$ cat config.mk
export PLATFORM = sky130hd
export DESIGN_NAME = proper_divisor_sum_pair_check_top
export DESIGN_NICKNAME = d
export VERILOG_FILES = /design/src/hw/rtl/pdsp_pkg.sv /design/src/hw/rtl/proper_divisor_sum_pair_check_top.sv /design/src/hw/rtl/pdsp_div.sv /design/src/hw/rtl/pdsp_lane.sv /design/src/hw/rtl/pdsp_merge.sv
export SDC_FILE = /design/constraint.sdc
export NUM_CORES = 1
export LEC_CHECK = 0
export BUFFER_PORTS_ARGS = -buffer_cell sky130_fd_sc_hd__buf_2
export CORE_MARGIN = 2
export CORE_UTILIZATION = 60
export DETAILED_ROUTE_END_ITERATION = 7
export GPL_TIMING_DRIVEN = 0
export HOLD_SLACK_MARGIN = 0.05
export PLACE_DENSITY_LB_ADDON = 0.25
export SKIP_CTS_REPAIR_TIMING = 1
export SYNTH_ARGS = -nofsm -noshare
export SYNTH_HDL_FRONTEND = slang
export SYNTH_SLANG_ARGS = --single-unit
$ cat constraint.sdc
create_clock -name clk_i -period 7 [get_ports clk_i]
set_input_delay 0 -clock clk_i [delete_from_list [all_inputs] [get_ports clk_i]]
set_output_delay 0 -clock clk_i [all_outputs]
set_load 0.01 [all_outputs]
$ cat src/hw/rtl/pdsp_pkg.sv
// ----------------------------------------------------------------------------
// pdsp_pkg
// shared constants, state types and lane status for the divisor sum pair check
// ----------------------------------------------------------------------------
package pdsp_pkg;

  localparam int unsigned IN_W     = 32;
  localparam int unsigned SUM_W    = 34;
  localparam int unsigned TOL_W    = 8;
  localparam logic [TOL_W-1:0] TOL_RESET = 8'd2;

  typedef enum logic [1:0] {
    LANE_IDLE,
    LANE_TEST,
    LANE_DIV,
    LANE_DONE
  } lane_state_e;

  typedef enum logic {
    TOP_IDLE,
    TOP_RUN
  } top_state_e;

  typedef struct packed {
    logic             done;
    logic [SUM_W-1:0] sum;
  } lane_status_t;

endpackage

$ cat src/hw/rtl/proper_divisor_sum_pair_check_top.sv
// ----------------------------------------------------------------------------
// proper_divisor_sum_pair_check_top
// aliquot sums of a pair of values and a near-amicable flag
// ----------------------------------------------------------------------------
// input channel: in_valid_i / in_stall_o with first_i and second_i. a transfer
// starts one pair; in_stall_o stays high until its result is loaded.
// output channel: out_valid_o / out_stall_i with sum_first_o, sum_second_o
// and related_o, held in an output register while stalled.
// config channel: cfg_valid_i / cfg_ready_o with cfg_data_i, the tolerance.
// two lanes, one per value, each run trial division with a restoring divider.
// a value of 1 or less needs no trial divisors. a pair is done once both lanes
// are done, so the lane with more trial divisors sets when the pair finishes.
// a new pair is taken as soon as the previous result is in the output
// register, so it may run while that result waits behind a stall.
// reset clears all control state, empties the output register and sets the
// tolerance to 2.
// ----------------------------------------------------------------------------
module proper_divisor_sum_pair_check_top
  import pdsp_pkg::*;
#(
  parameter int unsigned VALUE_WIDTH = 32
) (
  input  logic              clk_i,
  input  logic              rst_ni,
  input  logic              in_valid_i,
  output logic              in_stall_o,
  input  logic [IN_W-1:0]   first_i,
  input  logic [IN_W-1:0]   second_i,
  output logic              out_valid_o,
  input  logic              out_stall_i,
  output logic [SUM_W-1:0]  sum_first_o,
  output logic [SUM_W-1:0]  sum_second_o,
  output logic              related_o,
  input  logic              cfg_valid_i,
  output logic              cfg_ready_o,
  input  logic [TOL_W-1:0]  cfg_data_i
);

  localparam int unsigned W = VALUE_WIDTH;

  top_state_e          state_q, state_d;
  logic [TOL_W-1:0]    tol_q;
  logic signed [W-1:0] a_q, b_q;
  logic                start;
  logic                load;
  logic                space;
  lane_status_t        st_a, st_b;

  assign cfg_ready_o = 1'b1;
  assign in_stall_o  = (state_q != TOP_IDLE);
  assign start       = in_valid_i && !in_stall_o;

  always_comb begin
    state_d = state_q;
    load    = 1'b0;
    case (state_q)
      TOP_IDLE: begin
        if (start) begin
          state_d = TOP_RUN;
        end
      end
      TOP_RUN: begin
        if (st_a.done && st_b.done && space) begin
          load    = 1'b1;
          state_d = TOP_IDLE;
        end
      end
      default: state_d = TOP_IDLE;
    endcase
  end

  always_ff @(posedge clk_i or negedge rst_ni) begin
    if (!rst_ni) begin
      state_q <= TOP_IDLE;
      tol_q   <= TOL_RESET;
    end else begin
      state_q <= state_d;
      if (cfg_valid_i && cfg_ready_o) begin
        tol_q <= cfg_data_i;
      end
    end
  end

  always_ff @(posedge clk_i) begin
    if (start) begin
      a_q <= first_i[W-1:0];
      b_q <= second_i[W-1:0];
    end
  end

  pdsp_lane #(.W(W)) u_lane_a (
    .clk_i    (clk_i),
    .rst_ni   (rst_ni),
    .start_i  (start),
    .value_i  (first_i[W-1:0]),
    .status_o (st_a)
  );

  pdsp_lane #(.W(W)) u_lane_b (
    .clk_i    (clk_i),
    .rst_ni   (rst_ni),
    .start_i  (start),
    .value_i  (second_i[W-1:0]),
    .status_o (st_b)
  );

  pdsp_merge #(.W(W)) u_merge (
    .clk_i        (clk_i),
    .rst_ni       (rst_ni),
    .load_i       (load),
    .sum_a_i      (st_a.sum),
    .sum_b_i      (st_b.sum),
    .a_i          (a_q),
    .b_i          (b_q),
    .tol_i        (tol_q),
    .out_stall_i  (out_stall_i),
    .space_o      (space),
    .out_valid_o  (out_valid_o),
    .sum_first_o  (sum_first_o),
    .sum_second_o (sum_second_o),
    .related_o    (related_o)
  );

endmodule

$ cat src/hw/rtl/pdsp_div.sv
// ----------------------------------------------------------------------------
// pdsp_div
// restoring divider, one quotient bit per cycle
// ----------------------------------------------------------------------------
module pdsp_div #(
  parameter int unsigned W  = 32,
  parameter int unsigned DW = 17
) (
  input  logic          clk_i,
  input  logic          rst_ni,
  input  logic          start_i,
  input  logic [W-1:0]  dividend_i,
  input  logic [DW-1:0] divisor_i,
  output logic          done_o,
  output logic [W-1:0]  quot_o,
  output logic [DW-1:0] rem_o
);

  localparam int unsigned CW = $clog2(W + 1);

  logic [CW-1:0] cnt_q, cnt_d;
  logic          done_q, done_d;
  logic [W-1:0]  quo_q, quo_d;
  logic [DW-1:0] rem_q, rem_d;
  logic [DW-1:0] div_q, div_d;
  logic [DW:0]   shifted;
  logic [DW:0]   diff;

  assign shifted = {rem_q, quo_q[W-1]};
  assign diff    = shifted - {1'b0, div_q};

  always_comb begin
    cnt_d  = cnt_q;
    done_d = 1'b0;
    quo_d  = quo_q;
    rem_d  = rem_q;
    div_d  = div_q;
    if (start_i) begin
      cnt_d = CW'(W);
      quo_d = dividend_i;
      rem_d = '0;
      div_d = divisor_i;
    end else if (cnt_q != '0) begin
      cnt_d = cnt_q - 1'b1;
      if (!diff[DW]) begin
        rem_d = diff[DW-1:0];
        quo_d = {quo_q[W-2:0], 1'b1};
      end else begin
        rem_d = shifted[DW-1:0];
        quo_d = {quo_q[W-2:0], 1'b0};
      end
      done_d = (cnt_q == CW'(1));
    end
  end

  always_ff @(posedge clk_i or negedge rst_ni) begin
    if (!rst_ni) begin
      cnt_q  <= '0;
      done_q <= 1'b0;
    end else begin
      cnt_q  <= cnt_d;
      done_q <= done_d;
    end
  end

  always_ff @(posedge clk_i) begin
    quo_q <= quo_d;
    rem_q <= rem_d;
    div_q <= div_d;
  end

  assign done_o = done_q;
  assign quot_o = quo_q;
  assign rem_o  = rem_q;

endmodule

$ cat src/hw/rtl/pdsp_lane.sv
// ----------------------------------------------------------------------------
// pdsp_lane
// aliquot sum of one value by trial division with its own divider
// ----------------------------------------------------------------------------
module pdsp_lane
  import pdsp_pkg::*;
#(
  parameter int unsigned W = 32
) (
  input  logic                clk_i,
  input  logic                rst_ni,
  input  logic                start_i,
  input  logic signed [W-1:0] value_i,
  output lane_status_t        status_o
);

  localparam int unsigned DW = (W + 2) / 2;
  localparam int unsigned SW = W + 1;

  lane_state_e      state_q, state_d;
  logic [W-1:0]     u_q, u_d;
  logic [DW-1:0]    i_q, i_d;
  logic [SW-1:0]    sq_q, sq_d;
  logic [SUM_W-1:0] sum_q, sum_d;
  logic             div_start;
  logic             div_done;
  logic [W-1:0]     div_quot;
  logic [DW-1:0]    div_rem;
  logic [SUM_W-1:0] co_add;

  pdsp_div #(
    .W  (W),
    .DW (DW)
  ) u_div (
    .clk_i      (clk_i),
    .rst_ni     (rst_ni),
    .start_i    (div_start),
    .dividend_i (u_q),
    .divisor_i  (i_q),
    .done_o     (div_done),
    .quot_o     (div_quot),
    .rem_o      (div_rem)
  );

  assign co_add = (div_quot == W'(i_q)) ? '0 : SUM_W'(div_quot);

  always_comb begin
    state_d   = state_q;
    u_d       = u_q;
    i_d       = i_q;
    sq_d      = sq_q;
    sum_d     = sum_q;
    div_start = 1'b0;
    case (state_q)
      LANE_IDLE, LANE_DONE: begin
        if (start_i) begin
          u_d  = value_i;
          i_d  = DW'(2);
          sq_d = SW'(4);
          if (value_i <= $signed(W'(1))) begin
            sum_d   = '0;
            state_d = LANE_DONE;
          end else begin
            sum_d   = SUM_W'(1);
            state_d = LANE_TEST;
          end
        end
      end
      LANE_TEST: begin
        if (sq_q <= {1'b0, u_q}) begin
          div_start = 1'b1;
          state_d   = LANE_DIV;
        end else begin
          state_d = LANE_DONE;
        end
      end
      LANE_DIV: begin
        if (div_done) begin
          if (div_rem == '0) begin
            sum_d = sum_q + SUM_W'(i_q) + co_add;
          end
          i_d     = i_q + 1'b1;
          sq_d    = sq_q + SW'({i_q, 1'b1});
          state_d = LANE_TEST;
        end
      end
      default: state_d = LANE_IDLE;
    endcase
  end

  always_ff @(posedge clk_i or negedge rst_ni) begin
    if (!rst_ni) begin
      state_q <= LANE_IDLE;
    end else begin
      state_q <= state_d;
    end
  end

  always_ff @(posedge clk_i) begin
    u_q   <= u_d;
    i_q   <= i_d;
    sq_q  <= sq_d;
    sum_q <= sum_d;
  end

  assign status_o.done = (state_q == LANE_DONE);
  assign status_o.sum  = sum_q;

endmodule

$ cat src/hw/rtl/pdsp_merge.sv
// ----------------------------------------------------------------------------
// pdsp_merge
// combines both lane sums into the result and holds it in the output register
// ----------------------------------------------------------------------------
module pdsp_merge
  import pdsp_pkg::*;
#(
  parameter int unsigned W = 32
) (
  input  logic                clk_i,
  input  logic                rst_ni,
  input  logic                load_i,
  input  logic [SUM_W-1:0]    sum_a_i,
  input  logic [SUM_W-1:0]    sum_b_i,
  input  logic signed [W-1:0] a_i,
  input  logic signed [W-1:0] b_i,
  input  logic [TOL_W-1:0]    tol_i,
  input  logic                out_stall_i,
  output logic                space_o,
  output logic                out_valid_o,
  output logic [SUM_W-1:0]    sum_first_o,
  output logic [SUM_W-1:0]    sum_second_o,
  output logic                related_o
);

  localparam int unsigned DFW = SUM_W + 2;

  logic                  valid_q, valid_d;
  logic [SUM_W-1:0]      sa_q, sb_q;
  logic                  rel_q;
  logic signed [DFW-1:0] diff_a, diff_b;
  logic [DFW-1:0]        abs_a, abs_b;
  logic                  near_a, near_b;

  assign diff_a = $signed({2'b00, sum_a_i}) - DFW'(b_i);
  assign diff_b = $signed({2'b00, sum_b_i}) - DFW'(a_i);
  assign abs_a  = diff_a[DFW-1] ? DFW'(-diff_a) : DFW'(diff_a);
  assign abs_b  = diff_b[DFW-1] ? DFW'(-diff_b) : DFW'(diff_b);
  assign near_a = (abs_a <= DFW'(tol_i));
  assign near_b = (abs_b <= DFW'(tol_i));

  assign space_o = !valid_q || !out_stall_i;

  always_comb begin
    valid_d = valid_q;
    if (load_i) begin
      valid_d = 1'b1;
    end else if (!out_stall_i) begin
      valid_d = 1'b0;
    end
  end

  always_ff @(posedge clk_i or negedge rst_ni) begin
    if (!rst_ni) begin
      valid_q <= 1'b0;
    end else begin
      valid_q <= valid_d;
    end
  end

  always_ff @(posedge clk_i) begin
    if (load_i) begin
      sa_q  <= sum_a_i;
      sb_q  <= sum_b_i;
      rel_q <= near_a && near_b;
    end
  end

  assign out_valid_o  = valid_q;
  assign sum_first_o  = sa_q;
  assign sum_second_o = sb_q;
  assign related_o    = rel_q;

endmodule

==> metrics.txt <==
Final nets 4241; Post-synth EDFFs 463; Synth top area share 39.1%; Tcrit/Tclk final 94.2%; Die ar. 61300 µm²; worst-skew pair later-pin latency 0.65 ns; DRT antenna net count 0; worst-margin pin slew 1.24 ns; DR pass1 iterations 6; number of I/O pins 149; worst path bufs/invs 2; clk sinks 525; gp weighted congestion 0.950; Setup crit end kind register; final period demand of the worst path 6.60 ns; die height 248 µm; fraction of layout cells with a size suffix above 1 10.5%; largest net degree at the start of global routing 41; Rel. slew slack 17.2%; yosys warns 0; CTS clk-pin slew, worst paths 0.06 ns; top_reg_cell synth edfxtp_1; Worst Skew 0.0465 ns; placed cell area 37500 µm²; Peak Freq 152 MHz; CP Max Fanout 10; final slew viol count 0; worst hold path class input pin to register; vias in the first global route 25900; asr flop ratio synth 5.33%; clock tree root buffer cell clkbuf_16; Max Cap Viol 0; final hold violations 3; global-route wire length before repair 147000 µm; Rows 89; Inserted Clock Buffers 57; drt initial violations 2610; Syn Nets 3935; number of port buffers 147; grt total ovfl 0; CTS tree yes; Worst path depth 28; Final setup viols 0; Longest Clk Path Bufs 3; CP Launch Type register; Cell Area, Synth 35600 µm²; hold depth 3; WL/cell 21.4 µm; top post-synthesis cells by area edfxtp_1 39%, ha_1 11%, nor2_1 3.7%; Placeable Area 58800 µm²; WHS -0.0343 ns; Synth Register Bits 525; Fin Setup TNS 0 ns; kind of critical path register to register; area of the multi-input gates 19000 µm²; Crit path largest cell delay 0.49 ns; sequential share of the synthesized area 42.9%; required time worst endpoint 7.46 ns; Syn-to-layout area delta 13.6%; initial antenna violation count 6; slowest CP cell edfxtp_1; outcome finished with violations; Tot GR Track Use 31.4%; register area 15300 µm²; htree depth 2; Detail Placement HPWL 75700 µm; failing checks negative hold slack; DRC viols 0; cell accounting for the most synthesized area edfxtp_1; RSZ-0062 raised after global routing false; Starting Density 60.5%; Cell variety after synth 99; design area 40400 µm²; filler cell count 4500; Top Family by Delay on Critical Path compound AO/OA/AOI/OAI gates; CP Data Arrival Time 7.06 ns; vias 28400; post-synthesis area per instance 10.2 µm²; DR vias/cell 6.14; drt total wl 98900 µm; Reg2Reg Depth 28; Post-Syn Instances 3490; Die Width 248 µm
[per-layer routing]
layer / GRT usage [%] / wire length [µm]
met1: 42.6 / 40100
met2: 49.9 / 45600
met3: 4.81 / 8630
met4: 14.4 / 4560
met5: 0 / 22
[logic make-up (layout without fill, tap and decap cells)]
family                     Yosys count  after routing  share of synthesized area [%]
DFF                                525            525                           42.9
adders and majority gates          368            368                           13.8
and+or+nand+nor                   1148           1148                           16.5
AOI/OAI and AO/OA                  714            714                           13.2
buffers and inverters              375            730                           4.03
muxes                              109            109                           3.31
other                                1              5                         0.0105
xor gates and xnor gates           250            250                           6.17
[synth_stat cells, types with 12 or more instances]
cell type and instances:
or3_1 26, xnor2_1 145, and3_1 43, a21boi_0 18, nand4_1 54, nand2b_1 53
or2_2 12, a21o_1 66, a31oi_1 18, nor2_1 349, xor2_1 104, dfxtp_1 34
nand3_1 98, inv_1 266, nor3b_1 14, clkbuf_1 84, nand3b_1 12, a211oi_1 55
o21a_1 34, nor4_1 42, o211ai_1 32, nor2b_1 61, o21ai_0 146, nand2_1 180
edfxtp_1 463, ha_1 326, mux2_2 71, nor3_1 81, dfrtp_1 27, o21bai_1 19
and2_1 64, mux2i_1 38, fa_1 42, o31ai_1 17, a21oi_1 185
[final timing paths]
kind	from	endpoint	slack, ns
max in group asynchronous	rst_ni	tol_q[6]$_DFFE_PN0P_	6.44
worst max-delay path	u_lane_b.sum_q[3]$_SDFFCE_PP0P_	u_merge.related_o$_DFFE_PP_	0.40
worst min-delay path	cfg_valid_i	tol_q[3]$_DFFE_PN0P_	-0.03
min in group asynchronous	rst_ni	u_lane_a.u_div.cnt_q[1]$_DFFE_PN0P_	0
worst min register to register	u_lane_b.u_div.rem_o[1]$_SDFFE_PP0P_	u_lane_b.u_div.rem_o[1]$_SDFFE_PP0P_	0.50
worst max register to register	u_lane_b.sum_q[3]$_SDFFCE_PP0P_	u_merge.related_o$_DFFE_PP_	0.40
[state kept, by name (all words and copies together) (netlist names), 33 cells and up]
signal                cells
u_lane_b.sq_q            33
u_lane_b.sum_q           34
u_merge.sum_first_o      34
u_lane_a.sq_q            33
u_lane_a.sum_q           34
u_merge.sum_second_o     34
[metrics by stage]
stage	std cells	setup slack [ns]	hold slack (ns)	util [%]
CTS	4525	-0.348	-0.525	67.0
floorplan	3490	1.37	-0.296	-
detailed placement	4417	-0.227	0.162	63.7
global route	4619	0.0108	0.0696	68.8
global placement	4410	-0.192	0.160	63.4
finish	4622	0.403	-0.0343	68.8
[area by class of cell]
type,count,share of cell area [%]
timing repair buffer,250,4.57
buffer,104,1.05
tap,773,2.39
clock inverter,37,0.891
sequential,525,37.8
clock buffer,71,3.84
multi-input combinational,2590,46.9
inverter,268,2.49
antenna,4,0.0247
[layout by cell type, fill, tap and decap left out, types with 54 or more instances in the layout]
master and instances:
mux2_2 71, nor3_1 81, edfxtp_1 463, clkbuf_16 60, a211oi_1 55, and2_1 62, xnor2_1 144, nand2_1 178
clkbuf_1 89, dlygate4sd3_1 87, xor2_1 104, nand4_1 54, nor2_1 349, a21o_1 66, o21ai_0 146, nor2b_1 61
inv_1 263, buf_2 157, ha_1 325, a21oi_1 180, nand3_1 98
[worst reg2reg max path: cells and delay by family, from the launching register on]
kind / cells / cell delay, ns
flip-flops: 1 / 0.49
AO/OA/AOI/OAI: 18 / 3.69
buffers and inverters: 2 / 0.46
AND/OR/NAND/NOR: 4 / 0.72
XOR/XNOR: 2 / 0.47
adder cells (fa/ha/maj): 2 / 0.60
Power is not shown: default switching activity piles up to over one toggle a cycle in this logic, so the estimate is an artifact.
